## src/mbet_pkg.sv

```systemverilog
// Shared types, constants and width helpers for the escape-time pixel block.
package mbet_pkg;

    localparam int COORD_BITS    = 12;
    localparam int FRAC_BITS_DEF = 34;

    localparam int SIZE_BITS  = 12;
    localparam int OFF_BITS   = 32;
    localparam int SCALE_BITS = 40;
    localparam int ITER_BITS  = 16;
    localparam int OFF_FRAC   = 12;
    localparam int SCALE_FRAC = 40;

    localparam int CFG_IDX_BITS  = 3;
    localparam int CFG_DATA_BITS = 40;

    typedef logic [CFG_IDX_BITS-1:0] t_cfg_idx;

    localparam t_cfg_idx REG_IMAGE_WIDTH    = 3'd0;
    localparam t_cfg_idx REG_IMAGE_HEIGHT   = 3'd1;
    localparam t_cfg_idx REG_X_OFFSET       = 3'd2;
    localparam t_cfg_idx REG_Y_OFFSET       = 3'd3;
    localparam t_cfg_idx REG_PIXEL_SCALE    = 3'd4;
    localparam t_cfg_idx REG_MAX_ITERATIONS = 3'd5;

    localparam logic [SIZE_BITS-1:0]  RST_IMAGE_WIDTH    = 12'd640;
    localparam logic [SIZE_BITS-1:0]  RST_IMAGE_HEIGHT   = 12'd480;
    localparam logic [OFF_BITS-1:0]   RST_OFFSET         = 32'd0;
    localparam logic [SCALE_BITS-1:0] RST_PIXEL_SCALE    = 40'd5497558139;
    localparam logic [ITER_BITS-1:0]  RST_MAX_ITERATIONS = 16'd255;

    typedef struct packed {
        logic [COORD_BITS-1:0] pixel_x;
        logic [COORD_BITS-1:0] pixel_y;
    } t_pix_in;

    typedef struct packed {
        logic [COORD_BITS-1:0] out_x;
        logic [COORD_BITS-1:0] out_y;
        logic [ITER_BITS-1:0]  remaining_budget;
    } t_pix_out;

    typedef struct packed {
        logic [SIZE_BITS-1:0]        image_width;
        logic [SIZE_BITS-1:0]        image_height;
        logic signed [OFF_BITS-1:0]  x_offset;
        logic signed [OFF_BITS-1:0]  y_offset;
        logic [SCALE_BITS-1:0]       pixel_scale;
        logic [ITER_BITS-1:0]        max_iterations;
    } t_cfg;

    // Which rescale the multiplier applies to its product
    typedef enum logic [1:0] {
        SEL_MAP = 2'd0,
        SEL_SQ  = 2'd1,
        SEL_DBL = 2'd2
    } t_shsel;

    typedef struct packed {
        logic   start;
        t_shsel sel;
    } t_mul_req;

    // Width of a z / c value: sign plus 5 integer bits plus fraction
    function automatic int qz_w(input int frac);
        return frac + 6;
    endfunction

    // Operand width of the shared multiplier: holds z values and the scale
    function automatic int op_w(input int frac);
        return (frac + 6 > SCALE_BITS + 1) ? frac + 6 : SCALE_BITS + 1;
    endfunction

endpackage

```

## src/mbet_cfg.sv

```systemverilog
// Configuration register file for the escape-time pixel block.
module mbet_cfg (
    input  logic                                i_clk,
    input  logic                                i_rst_n,
    input  logic                                i_cfg_valid,
    output logic                                o_cfg_ready,
    input  logic [mbet_pkg::CFG_IDX_BITS-1:0]   i_cfg_index,
    input  logic [mbet_pkg::CFG_DATA_BITS-1:0]  i_cfg_data,
    output mbet_pkg::t_cfg                      o_cfg
);

    mbet_pkg::t_cfg r_cfg;

    assign o_cfg_ready = 1'b1;
    assign o_cfg       = r_cfg;

    always_ff @(posedge i_clk) begin
        if (!i_rst_n) begin
            r_cfg.image_width    <= mbet_pkg::RST_IMAGE_WIDTH;
            r_cfg.image_height   <= mbet_pkg::RST_IMAGE_HEIGHT;
            r_cfg.x_offset       <= $signed(mbet_pkg::RST_OFFSET);
            r_cfg.y_offset       <= $signed(mbet_pkg::RST_OFFSET);
            r_cfg.pixel_scale    <= mbet_pkg::RST_PIXEL_SCALE;
            r_cfg.max_iterations <= mbet_pkg::RST_MAX_ITERATIONS;
        end else if (i_cfg_valid && o_cfg_ready) begin
            case (i_cfg_index)
                mbet_pkg::REG_IMAGE_WIDTH: begin
                    r_cfg.image_width <= i_cfg_data[mbet_pkg::SIZE_BITS-1:0];
                end
                mbet_pkg::REG_IMAGE_HEIGHT: begin
                    r_cfg.image_height <= i_cfg_data[mbet_pkg::SIZE_BITS-1:0];
                end
                mbet_pkg::REG_X_OFFSET: begin
                    r_cfg.x_offset <= $signed(i_cfg_data[mbet_pkg::OFF_BITS-1:0]);
                end
                mbet_pkg::REG_Y_OFFSET: begin
                    r_cfg.y_offset <= $signed(i_cfg_data[mbet_pkg::OFF_BITS-1:0]);
                end
                mbet_pkg::REG_PIXEL_SCALE: begin
                    r_cfg.pixel_scale <= i_cfg_data[mbet_pkg::SCALE_BITS-1:0];
                end
                mbet_pkg::REG_MAX_ITERATIONS: begin
                    r_cfg.max_iterations <= i_cfg_data[mbet_pkg::ITER_BITS-1:0];
                end
                default: begin
                end
            endcase
        end
    end

endmodule

```

## src/mbet_mul.sv

```systemverilog
// Shared signed fixed-point multiplier: two half-width passes, rescale, saturate.
module mbet_mul #(
    parameter int FRAC_BITS = mbet_pkg::FRAC_BITS_DEF
) (
    input  logic                                           i_clk,
    input  logic                                           i_rst_n,
    input  mbet_pkg::t_mul_req                             i_req,
    input  logic signed [mbet_pkg::op_w(FRAC_BITS)-1:0]    i_a,
    input  logic signed [mbet_pkg::op_w(FRAC_BITS)-1:0]    i_b,
    output logic                                           o_done,
    output logic signed [mbet_pkg::qz_w(FRAC_BITS)-1:0]    o_res
);

    localparam int QW = mbet_pkg::qz_w(FRAC_BITS);
    localparam int SW = mbet_pkg::op_w(FRAC_BITS);
    localparam int CW = (SW + 1) / 2;
    localparam int HW = SW - CW;
    localparam int PW = 2 * SW;
    localparam int EW = PW + 8;

    localparam int SH_MAP = mbet_pkg::OFF_FRAC + mbet_pkg::SCALE_FRAC - FRAC_BITS;
    localparam int SH_SQ  = FRAC_BITS;
    localparam int SH_DBL = FRAC_BITS - 1;

    localparam logic [EW-1:0] LIM_NEG = EW'(1) << (QW - 1);
    localparam logic [EW-1:0] LIM_POS = LIM_NEG - EW'(1);

    typedef enum logic [3:0] {
        PH_IDLE = 4'b0001,
        PH_HI   = 4'b0010,
        PH_LO   = 4'b0100,
        PH_POST = 4'b1000
    } t_mphase;

    t_mphase          r_phase, n_phase;
    logic [SW-1:0]    r_ma;
    logic [SW-1:0]    r_mb;
    logic             r_neg;
    mbet_pkg::t_shsel r_sel;
    logic [PW-1:0]    r_acc;
    logic             r_done;
    logic signed [QW-1:0] r_res;

    logic [SW-1:0]    a_mag;
    logic [SW-1:0]    b_mag;
    logic [CW-1:0]    mb_part;
    logic [SW+CW-1:0] prod_part;
    logic [EW-1:0]    ext_acc;
    logic [EW-1:0]    scaled;
    logic [EW-1:0]    limit;
    logic [QW-1:0]    mag;

    function automatic logic [EW-1:0] rescale(input logic [EW-1:0] e, input int sh);
        logic [EW-1:0] r;
        if (sh >= 0) begin
            r = e >> sh;
        end else begin
            r = e << (-sh);
        end
        return r;
    endfunction

    assign a_mag = i_a[SW-1] ? $unsigned(-i_a) : $unsigned(i_a);
    assign b_mag = i_b[SW-1] ? $unsigned(-i_b) : $unsigned(i_b);

    // Operand A full width times one half of operand B per cycle, upper half first
    assign mb_part   = (r_phase == PH_HI) ? CW'(r_mb[SW-1:CW]) : r_mb[CW-1:0];
    assign prod_part = {{CW{1'b0}}, r_ma} * {{SW{1'b0}}, mb_part};

    assign ext_acc = EW'(r_acc);

    always_comb begin
        case (r_sel)
            mbet_pkg::SEL_MAP: scaled = rescale(ext_acc, SH_MAP);
            mbet_pkg::SEL_SQ:  scaled = rescale(ext_acc, SH_SQ);
            mbet_pkg::SEL_DBL: scaled = rescale(ext_acc, SH_DBL);
            default:           scaled = rescale(ext_acc, SH_SQ);
        endcase
    end

    // Magnitude truncated toward zero, clamped to the signed range
    assign limit = r_neg ? LIM_NEG : LIM_POS;
    assign mag   = (scaled > limit) ? limit[QW-1:0] : scaled[QW-1:0];

    always_comb begin
        n_phase = r_phase;
        case (r_phase)
            PH_IDLE: if (i_req.start) n_phase = PH_HI;
            PH_HI:   n_phase = PH_LO;
            PH_LO:   n_phase = PH_POST;
            PH_POST: n_phase = PH_IDLE;
            default: n_phase = PH_IDLE;
        endcase
    end

    always_ff @(posedge i_clk) begin
        if (!i_rst_n) begin
            r_phase <= PH_IDLE;
            r_done  <= 1'b0;
        end else begin
            r_phase <= n_phase;
            r_done  <= (r_phase == PH_POST);
        end
    end

    always_ff @(posedge i_clk) begin
        if (r_phase == PH_IDLE && i_req.start) begin
            r_ma  <= a_mag;
            r_mb  <= b_mag;
            r_neg <= i_a[SW-1] ^ i_b[SW-1];
            r_sel <= i_req.sel;
        end
        if (r_phase == PH_HI) begin
            r_acc <= PW'(prod_part);
        end
        if (r_phase == PH_LO) begin
            r_acc <= (r_acc << CW) + PW'(prod_part);
        end
        if (r_phase == PH_POST) begin
            r_res <= r_neg ? -$signed(mag) : $signed(mag);
        end
    end

    assign o_done = r_done;
    assign o_res  = r_res;

endmodule

```

## src/mbet_seq.sv

```systemverilog
// Pixel sequencer: coordinate mapping, z iteration, escape test and budget count.
module mbet_seq #(
    parameter int FRAC_BITS = mbet_pkg::FRAC_BITS_DEF
) (
    input  logic                                           i_clk,
    input  logic                                           i_rst_n,
    input  mbet_pkg::t_cfg                                 i_cfg,
    input  logic                                           i_in_valid,
    input  mbet_pkg::t_pix_in                              i_pix,
    output logic                                           o_in_stall,
    output logic                                           o_res_valid,
    output mbet_pkg::t_pix_out                             o_res,
    input  logic                                           i_res_take,
    output mbet_pkg::t_mul_req                             o_mul_req,
    output logic signed [mbet_pkg::op_w(FRAC_BITS)-1:0]    o_mul_a,
    output logic signed [mbet_pkg::op_w(FRAC_BITS)-1:0]    o_mul_b,
    input  logic                                           i_mul_done,
    input  logic signed [mbet_pkg::qz_w(FRAC_BITS)-1:0]    i_mul_res
);

    localparam int QW  = mbet_pkg::qz_w(FRAC_BITS);
    localparam int SW  = mbet_pkg::op_w(FRAC_BITS);
    localparam int CB  = mbet_pkg::COORD_BITS;
    localparam int IB  = mbet_pkg::ITER_BITS;
    localparam int SZW = (CB > mbet_pkg::SIZE_BITS) ? CB : mbet_pkg::SIZE_BITS;
    localparam int PBW = (CB + 14 > mbet_pkg::OFF_BITS + 2) ? CB + 14
                                                            : mbet_pkg::OFF_BITS + 2;

    localparam logic [SZW-1:0] COORD_MASK = SZW'((64'd1 << CB) - 64'd1);
    localparam logic signed [QW+1:0] QZ_MAX =
        $signed((QW+2)'((64'd1 << (QW - 1)) - 64'd1));
    localparam logic signed [QW+1:0] QZ_MIN = -QZ_MAX - (QW+2)'(1);
    localparam logic signed [QW:0] FOUR = $signed((QW+1)'(64'd4 << FRAC_BITS));

    typedef enum logic [8:0] {
        S_IDLE = 9'b000000001,
        S_MAPX = 9'b000000010,
        S_MAPY = 9'b000000100,
        S_SQX  = 9'b000001000,
        S_SQY  = 9'b000010000,
        S_CHK  = 9'b000100000,
        S_DBL  = 9'b001000000,
        S_UPD  = 9'b010000000,
        S_OUT  = 9'b100000000
    } t_state;

    t_state               r_state, n_state;
    logic                 r_issued;
    logic [CB-1:0]        r_px;
    logic [CB-1:0]        r_py;
    logic [IB-1:0]        r_left;
    logic signed [QW-1:0] r_cx;
    logic signed [QW-1:0] r_cy;
    logic signed [QW-1:0] r_zx;
    logic signed [QW-1:0] r_zy;
    logic signed [QW-1:0] r_xx;
    logic signed [QW-1:0] r_yy;

    logic                  in_mul_state;
    logic [CB-1:0]         coord_sel;
    logic [SZW-1:0]        size_m;
    logic signed [31:0]    off_sel;
    logic [PBW-1:0]        p_pos;
    logic signed [QW:0]    mag_sum;
    logic                  escape;
    logic signed [QW+1:0]  upd_x;
    logic signed [QW+1:0]  upd_y;

    function automatic logic signed [QW-1:0] sat_qz(input logic signed [QW+1:0] v);
        logic signed [QW+1:0] r;
        if (v > QZ_MAX) begin
            r = QZ_MAX;
        end else if (v < QZ_MIN) begin
            r = QZ_MIN;
        end else begin
            r = v;
        end
        return $signed(r[QW-1:0]);
    endfunction

    assign in_mul_state = (r_state == S_MAPX) || (r_state == S_MAPY) ||
                          (r_state == S_SQX)  || (r_state == S_SQY)  ||
                          (r_state == S_DBL);

    // Pixel position in Q.12: (coord << 12) - (size << 11) + offset
    assign coord_sel = (r_state == S_MAPX) ? r_px : r_py;
    assign size_m    = ((r_state == S_MAPX) ? SZW'(i_cfg.image_width)
                                            : SZW'(i_cfg.image_height)) & COORD_MASK;
    assign off_sel   = (r_state == S_MAPX) ? i_cfg.x_offset : i_cfg.y_offset;
    assign p_pos     = (PBW'(coord_sel) << mbet_pkg::OFF_FRAC)
                     - (PBW'(size_m) << (mbet_pkg::OFF_FRAC - 1))
                     + PBW'(off_sel);

    always_comb begin
        o_mul_req.start = in_mul_state && !r_issued;
        case (r_state)
            S_MAPX, S_MAPY: begin
                o_mul_req.sel = mbet_pkg::SEL_MAP;
                o_mul_a       = SW'($signed(p_pos));
                o_mul_b       = $signed(SW'(i_cfg.pixel_scale));
            end
            S_SQX: begin
                o_mul_req.sel = mbet_pkg::SEL_SQ;
                o_mul_a       = SW'(r_zx);
                o_mul_b       = SW'(r_zx);
            end
            S_SQY: begin
                o_mul_req.sel = mbet_pkg::SEL_SQ;
                o_mul_a       = SW'(r_zy);
                o_mul_b       = SW'(r_zy);
            end
            default: begin
                o_mul_req.sel = mbet_pkg::SEL_DBL;
                o_mul_a       = SW'(r_zx);
                o_mul_b       = SW'(r_zy);
            end
        endcase
    end

    assign mag_sum = (QW+1)'(r_xx) + (QW+1)'(r_yy);
    assign escape  = (mag_sum >= FOUR);

    // i_mul_res still holds 2*zx*zy during the update cycle
    assign upd_x = (QW+2)'(r_xx) - (QW+2)'(r_yy) + (QW+2)'(r_cx);
    assign upd_y = (QW+2)'(i_mul_res) + (QW+2)'(r_cy);

    always_comb begin
        n_state = r_state;
        case (r_state)
            S_IDLE: if (i_in_valid) n_state = S_MAPX;
            S_MAPX: if (i_mul_done) n_state = S_MAPY;
            S_MAPY: begin
                if (i_mul_done) n_state = (r_left == '0) ? S_OUT : S_SQX;
            end
            S_SQX:  if (i_mul_done) n_state = S_SQY;
            S_SQY:  if (i_mul_done) n_state = S_CHK;
            S_CHK:  n_state = escape ? S_OUT : S_DBL;
            S_DBL:  if (i_mul_done) n_state = S_UPD;
            S_UPD:  n_state = (r_left == IB'(1)) ? S_OUT : S_SQX;
            S_OUT:  if (i_res_take) n_state = S_IDLE;
            default: n_state = S_IDLE;
        endcase
    end

    always_ff @(posedge i_clk) begin
        if (!i_rst_n) begin
            r_state  <= S_IDLE;
            r_issued <= 1'b0;
        end else begin
            r_state <= n_state;
            if (i_mul_done) begin
                r_issued <= 1'b0;
            end else if (o_mul_req.start) begin
                r_issued <= 1'b1;
            end
        end
    end

    always_ff @(posedge i_clk) begin
        case (r_state)
            S_IDLE: begin
                if (i_in_valid) begin
                    r_px   <= i_pix.pixel_x;
                    r_py   <= i_pix.pixel_y;
                    r_left <= i_cfg.max_iterations;
                    r_zx   <= '0;
                    r_zy   <= '0;
                end
            end
            S_MAPX: if (i_mul_done) r_cx <= i_mul_res;
            S_MAPY: if (i_mul_done) r_cy <= i_mul_res;
            S_SQX:  if (i_mul_done) r_xx <= i_mul_res;
            S_SQY:  if (i_mul_done) r_yy <= i_mul_res;
            S_UPD: begin
                r_zx   <= sat_qz(upd_x);
                r_zy   <= sat_qz(upd_y);
                r_left <= r_left - IB'(1);
            end
            default: begin
            end
        endcase
    end

    assign o_in_stall             = (r_state != S_IDLE);
    assign o_res_valid            = (r_state == S_OUT);
    assign o_res.out_x            = r_px;
    assign o_res.out_y            = r_py;
    assign o_res.remaining_budget = r_left;

`ifndef SYNTHESIS
    // The multiplier only reports back to a state that issued a request
    a_done_expected: assert property (@(posedge i_clk) disable iff (!i_rst_n)
        i_mul_done |-> (r_issued && in_mul_state))
        else $error("multiplier done without an outstanding request");

    // The budget only counts down while a pixel is in flight
    a_budget_down: assert property (@(posedge i_clk) disable iff (!i_rst_n)
        (r_state != S_IDLE && $past(r_state) != S_IDLE) |-> (r_left <= $past(r_left)))
        else $error("iteration budget went up during a pixel");

    // A result leaves only on escape or with the budget spent
    a_out_reason: assert property (@(posedge i_clk) disable iff (!i_rst_n)
        (r_state == S_OUT) |-> (r_left == '0 || escape))
        else $error("result issued without escape or budget exhaustion");
`endif

endmodule

```

## src/mandelbrot_escape_time_pixel.sv

```systemverilog
// Top level of the escape-time pixel evaluator: config, sequencer, multiplier, output register.
//
// Usage: a pixel request (column, row) enters on i_in_valid/i_pix and is taken
// at an edge where o_in_stall is low. The block maps it to a complex point c,
// iterates z = z*z + c in signed fixed point and returns the row, column and
// the iterations left when |z|^2 reached 4 or the budget ran out.
// All products go through one shared multiplier, which captures its operands,
// multiplies by the upper and then the lower half of one operand, and rescales
// and saturates. Mapping takes two products; every full iteration takes three
// products, the escape test and the update, and the escaping iteration two
// products and the escape test. One pixel is in work at a time; o_in_stall
// stays high from the request until the result moves into the output register.
// The output register holds a result while i_out_stall is high; the sequencer
// waits meanwhile. Configuration writes are taken every cycle on the i_cfg_*
// channel and must only be issued while no pixel is in work.
// Reset (i_rst_n low, synchronous) restores the register defaults, drops any
// pixel in work and empties the output register.
module mandelbrot_escape_time_pixel #(
    parameter int FRAC_BITS = mbet_pkg::FRAC_BITS_DEF
) (
    input  logic                                i_clk,
    input  logic                                i_rst_n,
    input  logic                                i_cfg_valid,
    output logic                                o_cfg_ready,
    input  logic [mbet_pkg::CFG_IDX_BITS-1:0]   i_cfg_index,
    input  logic [mbet_pkg::CFG_DATA_BITS-1:0]  i_cfg_data,
    input  logic                                i_in_valid,
    output logic                                o_in_stall,
    input  mbet_pkg::t_pix_in                   i_pix,
    output logic                                o_out_valid,
    input  logic                                i_out_stall,
    output mbet_pkg::t_pix_out                  o_out
);

    localparam int QW = mbet_pkg::qz_w(FRAC_BITS);
    localparam int SW = mbet_pkg::op_w(FRAC_BITS);

    mbet_pkg::t_cfg       cfg;
    mbet_pkg::t_mul_req   mul_req;
    logic signed [SW-1:0] mul_a;
    logic signed [SW-1:0] mul_b;
    logic                 mul_done;
    logic signed [QW-1:0] mul_res;
    logic                 res_valid;
    mbet_pkg::t_pix_out   res;
    logic                 res_take;

    logic                 r_out_valid;
    mbet_pkg::t_pix_out   r_out;

    mbet_cfg u_cfg (
        .i_clk       (i_clk),
        .i_rst_n     (i_rst_n),
        .i_cfg_valid (i_cfg_valid),
        .o_cfg_ready (o_cfg_ready),
        .i_cfg_index (i_cfg_index),
        .i_cfg_data  (i_cfg_data),
        .o_cfg       (cfg)
    );

    mbet_seq #(
        .FRAC_BITS (FRAC_BITS)
    ) u_seq (
        .i_clk       (i_clk),
        .i_rst_n     (i_rst_n),
        .i_cfg       (cfg),
        .i_in_valid  (i_in_valid),
        .i_pix       (i_pix),
        .o_in_stall  (o_in_stall),
        .o_res_valid (res_valid),
        .o_res       (res),
        .i_res_take  (res_take),
        .o_mul_req   (mul_req),
        .o_mul_a     (mul_a),
        .o_mul_b     (mul_b),
        .i_mul_done  (mul_done),
        .i_mul_res   (mul_res)
    );

    mbet_mul #(
        .FRAC_BITS (FRAC_BITS)
    ) u_mul (
        .i_clk   (i_clk),
        .i_rst_n (i_rst_n),
        .i_req   (mul_req),
        .i_a     (mul_a),
        .i_b     (mul_b),
        .o_done  (mul_done),
        .o_res   (mul_res)
    );

    // Output register takes a result when empty or draining this cycle
    assign res_take = !r_out_valid || !i_out_stall;

    always_ff @(posedge i_clk) begin
        if (!i_rst_n) begin
            r_out_valid <= 1'b0;
        end else if (res_valid && res_take) begin
            r_out_valid <= 1'b1;
        end else if (!i_out_stall) begin
            r_out_valid <= 1'b0;
        end
    end

    always_ff @(posedge i_clk) begin
        if (res_valid && res_take) begin
            r_out <= res;
        end
    end

    assign o_out_valid = r_out_valid;
    assign o_out       = r_out;

endmodule
```

## config.mk

```make
export PLATFORM = sky130hd
export DESIGN_NAME = mandelbrot_escape_time_pixel
export DESIGN_NICKNAME = d
export VERILOG_FILES = /design/src/mbet_pkg.sv /design/src/mbet_cfg.sv /design/src/mbet_mul.sv /design/src/mbet_seq.sv /design/src/mandelbrot_escape_time_pixel.sv
export SDC_FILE = /design/constraint.sdc
export NUM_CORES = 2
export LEC_CHECK = 0
export ABC_AREA = 1
export BUFFER_PORTS_ARGS = -buffer_cell sky130_fd_sc_hd__clkbuf_2
export CAP_MARGIN = 20
export CORE_MARGIN = 5
export CORE_UTILIZATION = 45
export DETAILED_ROUTE_END_ITERATION = 10
export HOLD_SLACK_MARGIN = 0.08
export SETUP_SLACK_MARGIN = 0.05
export SYNTH_ARGS = -nofsm -noshare
export SYNTH_HDL_FRONTEND = slang
export SYNTH_HIERARCHICAL = 1
export SYNTH_SLANG_ARGS = --single-unit
```

## constraint.sdc

```tcl
create_clock -name i_clk -period 20.9 [get_ports i_clk]
set_input_delay 1.045 -clock i_clk [delete_from_list [all_inputs] [get_ports i_clk]]
set_output_delay 1.045 -clock i_clk [all_outputs]
set_load 0.005 [all_outputs]
```

=== Word level (Yosys, flattened, before mapping) ===
Cells that the tools add are included.

* Flip-flop bits (word level): 687
* Output and inout port bits: 43
* Input bits: 72
* Logic and storage cells: 152

* $add $sub $neg: 11
* Bitwise gates (word level): 2
* $lt $le $gt $ge: 6
* Reductions and logical operators: 32
* Multiplexer cells: 39
* Multiply operators: 1
* Equal/unequal tests: 30

{| class="wikitable"
|+ Operator list
! kind !! count
|-
| $mux 40 || 10
|-
| $mux 82 || 2
|-
| $pmux 41 s2 || 2
|-
| $pmux 40 s2 || 2
|-
| $pmux 64 s2 || 1
|-
| $gt 90x90->1 || 1
|-
| $mux 9 || 10
|-
| $add 40x40->41 || 2
|-
| $add 82x62->82 || 1
|-
| $neg 41->41 || 2
|-
| $pmux 9 s9 || 1
|-
| $mul 41x21->62 || 1
|-
| $add 41x40->42 || 1
|-
| $gt 42x40->1 const B || 1
|-
| $lt 42x40->1 const B || 1
|-
| $ge 41x38->1 const B || 1
|-
| $gt 41x40->1 const B || 1
|-
| $lt 41x40->1 const B || 1
|-
| $sub 40x40->41 || 1
|-
| $neg 40->40 || 1
|-
| $add 34x34->34 || 1
|-
| $mux 32 || 1
|-
| $pmux 16 s2 || 1
|-
| $sub 24x23->25 || 1
|-
| other kinds (41) || 74
|}

=== Longest topological paths before layout ===
* Word-level depth: 8
* Gate-level depth with buffers: 51
* Mapped depth without buffers: 49

=== Modules after synthesis ===
The synthesis kept the hierarchy.

{| class="wikitable"
|+ Modules (own cells, without submodules)
! module !! seq. area each (um2) !! area each (um2) !! cells an instance !! times used
|-
| mbet_mul || 6316.1 || 42065.3 || 5245 || 1
|-
| mbet_seq || 8608.3 || 21907.3 || 2708 || 1
|-
| mbet_cfg || 2882.8 || 5635.4 || 800 || 1
|-
| mandelbrot_escape_time_pixel || 1221.2 || 1248.7 || 46 || 1
|}

=== Least setup slack after synthesis ===
No wires, ideal clock.

* Path type: register to register
* From: register u_mul.r_phase[3]
* To: register u_mul.r_acc[72] (data pin)
* Path slack: 11567 ps
* Clock period less this slack: 9333 ps
* Cell stages (with the launch flop): 49
* Arrival time: 9064 ps
* Library setup time: 269 ps
* Data required time: 20631 ps
* Path buffers: 2
* Cells stage by stage: dfxtp_1 -> nor2_1 -> inv_1 -> nor3_1 -> inv_1 -> clkbuf_1 -> o21ai_0 -> clkbuf_1 -> nor2_1 -> fa_1 -> fa_1 -> inv_1 -> fa_1 -> inv_1 -> fa_1 -> inv_1 -> fa_1 -> inv_1 -> [13 not listed] -> nand2_1 -> nand2_1 -> nand2_1 -> or2_2 -> and2_1 -> ha_1 -> nand2_1 -> nor2_1 -> inv_1 -> nor2_1 -> and3_1 -> nand2_1 -> nand2_1 -> a21oi_1 -> o31ai_1 -> inv_1 -> nor3_1 -> nor3_1

* Longest elaborated chain between the ends: 5
* Elaborated cells on any way between the ends: 6
* Classes of those cells: add/sub (1); mul (1); eq/ne (2); mux (2)

{| class="wikitable"
|+ RTL lines
! item !! line !! source
|-
| start: declaration || mbet_mul.sv:35 || <nowiki>t_mphase r_phase, n_phase;</nowiki>
|-
| start signal: assignment || mbet_mul.sv:101 || <nowiki>r_phase <= n_phase;</nowiki>
|-
| $eq 4x2->1 || mbet_mul.sv:67 || <nowiki>assign mb_part = (r_phase == PH_HI) ? CW'(r_mb[SW-1:CW]) : r_mb[CW-1:0];</nowiki>
|-
| $mux 21 || mbet_mul.sv:67 ||
|-
| $mul 41x21->62 || mbet_mul.sv:68 || <nowiki>assign prod_part = {{CW{1'b0}}, r_ma} * {{SW{1'b0}}, mb_part};</nowiki>
|-
| $add 82x62->82 || mbet_mul.sv:117 || <nowiki>r_acc <= (r_acc << CW) + PW'(prod_part);</nowiki>
|-
| $mux 82 * || mbet_mul.sv:116 || <nowiki>if (r_phase == PH_LO) begin</nowiki>
|-
| end signal: assignment || mbet_mul.sv:114 || <nowiki>r_acc <= PW'(prod_part);</nowiki>
|-
| end signal: assignment || mbet_mul.sv:117 ||
|-
| end: declaration || mbet_mul.sv:40 || <nowiki>logic [PW-1:0] r_acc;</nowiki>
|}

Mark *: on every way between the ends. The rest lies on a longest branch, timed or not.
A chain may end at the register's enable or synchronous reset.

=== Final worst setup path ===
* From: register u_mul.r_phase[2]
* To: register u_mul.r_acc[68] (data pin)

Same word-level chain as after synthesis.

==> flow_metrics.env <==
export IMPL_place_ws_ps=8691
export IMPL_hold_buffers=0
export IMPL_coreArea_sq_um=156400
export IMPL_tightest_slew_ps=1073
export IMPL_cts_reportedPaths_clkPinSlew_ps=60
export IMPL_rows=145
export IMPL_clk_latency_ps=700
export IMPL_grt_overflow=0
export IMPL_yosysUniqueCellTypes=69
export IMPL_die_area_sq_um=165500
export IMPL_crit_path_end_kind="register"
export IMPL_cts_setup_buffers=0
export IMPL_min_from="u_seq/r_px[0]$_DFFE_PP_"
export IMPL_cts_root_buf="clkbuf_16"
export IMPL_clock_sinks=687
export IMPL_fin_worst_skew_ps=39.87
export IMPL_nFillCells=15370
export IMPL_nets=10050
export IMPL_fin_setup_tns_ps=0
export IMPL_synthesis_nets=10070
export IMPL_crit_path_top_delay_cell="clkinv_1"
export IMPL_drt_initial_drc_count=5151
export IMPL_syn_area_sq_um=70860
export IMPL_start_util=0.4531
export IMPL_grt_max_degree=99
export IMPL_whs_path_depth=0
export IMPL_yosys_register_bits=687
export IMPL_die_y_microns=406.8
export IMPL_rsz0062_at_grt="false"
export IMPL_crit_buf_inv=11
export IMPL_ys_warn_count=6
export IMPL_wl_microns=246000
export IMPL_first_pass_iters=6
export IMPL_crit_type="reg -> reg"
export IMPL_arrival_ps=12390
export IMPL_final_area_sq_um=76420
export IMPL_cts_resized=0
export IMPL_grt_usage=0.2949
export IMPL_path_max_fanout=21
export IMPL_dpl_cell_area_sq_um=73490
export IMPL_multi_input_area_sq_um=44540
export IMPL_finalSetupViolations=0
export IMPL_synth_avg_cell_area_sq_um=8.053
export IMPL_setup_worst_path_start_class="register"
export IMPL_vias=59930
export IMPL_maxSlewViolCount=0
export IMPL_drive_above_1_share=0.05570
export IMPL_drcViolationCount=0
export IMPL_cts_made_buffers=82
export IMPL_worstSetupStartpoint="u_mul/r_phase[2]$_SDFFE_PN0P_"
export IMPL_final_period_utilization=0.5664
export IMPL_port_buffer_count=113
export IMPL_final_seq_area_sq_um=19030
export IMPL_hold_class="reg -> reg"
export IMPL_period_minus_slack_ps=11840
export IMPL_drv_cap=0
export IMPL_relSlewSlack=0.2845
export IMPL_yosysSeqAreaShare=0.2685
export IMPL_area_growth_pct=7.849
export IMPL_cts_htree_levels=3
export IMPL_via_per_inst=5.492
export IMPL_hold_viol_final=0
export IMPL_crit_reg2reg_launch="u_mul/r_phase[2]$_SDFFE_PN0P_"
export IMPL_grt_pass1_vias=60020
export IMPL_synth_edff_count=527
export IMPL_cts_tree="done"
export IMPL_worstPathRequired_ps=21450
export IMPL_hpwl_microns=194900
export IMPL_grt_antenna_before_repair=8
export IMPL_ff2ff_path_depth=48
export IMPL_grt_pass1_wl_microns=368800
export IMPL_clk_path_buf_depth=3
export IMPL_status="finished, final reports clean"
export IMPL_drtAntennaViolNets=0
export IMPL_synth_async_sr_flop_share=0
export IMPL_routabilityCongestion=0.9947
export IMPL_max_clock_freq_ghz=0.08447
export IMPL_crit_family="adder cells"
export IMPL_synth_ff_type="edfxtp_1"
export IMPL_setup_slack_ps=9062
export IMPL_synth_cells=8799
export IMPL_slowest_delay_ps=670
export IMPL_wl_per_cell_microns=22.54
export IMPL_die_x_microns=406.8
export IMPL_path_depth=48
export IMPL_io_pins=115
[cells by family after synthesis]
kind of cell               synth area share
other                            0.00005292
DFF                                  0.2685
buffers and inverters                0.1050
xor gates and xnor gates            0.03348
muxes                              0.002172
adders and majority gates            0.2945
and+or+nand+nor                      0.2067
AOI/OAI and AO/OA                   0.08960
[final timing paths]
check                                  end  slack [ps]
min reg2reg            o_out[28]$_DFFE_PP_         450
min                    o_out[28]$_DFFE_PP_         450
max          u_mul/r_acc[68]$_SDFFCE_PN0N_        9060
max reg2reg  u_mul/r_acc[68]$_SDFFCE_PN0N_        9060
[metal layers]
metal | track usage | up-vias | wire length (microns)
li1 | - | 27540 | -
met1 | 0.3828 | 29760 | 101000
met2 | 0.5073 | 2164 | 119600
met3 | 0.03727 | 466 | 15430
met4 | 0.1072 | 0 | 9949
met5 | 0 | - | 0
[state kept, by name, indices dropped and copies added, names as in the netlist, 4 cells and up]
| name | flops |
|---|---|
| u_mul/o_res | 40 |
| u_seq/r_state | 9 |
| u_seq/r_yy | 40 |
| u_seq/r_px | 12 |
| o_out | 40 |
| u_seq/r_left | 16 |
| u_mul/r_phase | 4 |
| u_cfg/o_cfg | 144 |
| u_seq/r_cy | 40 |
| u_seq/r_cx | 40 |
| u_mul/r_ma | 41 |
| u_seq/r_zy | 40 |
| u_seq/r_py | 12 |
| u_seq/r_zx | 40 |
| u_mul/r_mb | 41 |
| u_mul/r_acc | 82 |
| u_seq/r_xx | 40 |
[stage by stage]
stage,cells,utilization,hold slack [ps]
6_report,10910,0.4886,449.3
5_1_grt,10910,0.4886,467.5
4_1_cts,10910,0.4883,449.6
2_1_floorplan,8799,-,425.7
3_3_place_gp,10750,0.4698,430.6
3_5_place_dp,10760,0.4699,434.3
[layout make-up]
cell class / count / share of cell area
clock buffers: 108 / 0.02977
diodes: 2 / 0.00006549
multi-input cells: 6178 / 0.5828
flip-flops and latches: 687 / 0.2490
inverters: 1636 / 0.08041
clock inverters: 44 / 0.007761
well taps: 2058 / 0.03370
repair buffers: 198 / 0.01647
[Yosys cell counts (all sizes together) (12+ instances only)]
master | number | area, sq um
dfxtp | 160 | 3203
nor4 | 27 | 187.7
nor3 | 77 | 390.4
xnor2 | 109 | 954.7
clkbuf | 198 | 743.2
a31oi | 72 | 450.4
o221ai | 14 | 122.6
nand3 | 336 | 1742
a21o | 40 | 300.3
ha | 415 | 5192
or2 | 40 | 250.2
nand2 | 1893 | 7173
nor2 | 1134 | 4365
mux2i | 12 | 120.1
buf | 100 | 550.5
o21bai | 28 | 210.2
nand3b | 18 | 147.6
o22ai | 38 | 237.7
nand4 | 49 | 306.5
o21a | 24 | 180.2
a21boi | 18 | 135.1
o21ai | 328 | 1698
o211ai | 27 | 207.7
a21oi | 452 | 2285
a22oi | 41 | 307.8
edfxtp | 527 | 15830
clkinv | 14 | 52.55
xor2 | 161 | 1418
inv | 1622 | 6091
fa | 783 | 15680
[layout by cell type, fill, tap and decap left out, types with 38 or more instances in the layout]
master     instances
fa_1             783
o22ai_1           38
nand2_1         1872
xor2_1           160
ha_1             415
dfxtp_1          160
a22oi_1           41
nand4_1           49
or2_2             39
a31oi_1           72
a21oi_1          447
buf_4             83
xnor2_1          109
inv_1           1601
edfxtp_1         527
clkbuf_2         113
clkbuf_16         85
nor3_1            73
nor2_1          1099
o21ai_0          279
nand3_1          327
a21o_1            40
Power is not shown: default switching activity piles up to over one toggle a cycle in this logic, so the estimate is an artifact.
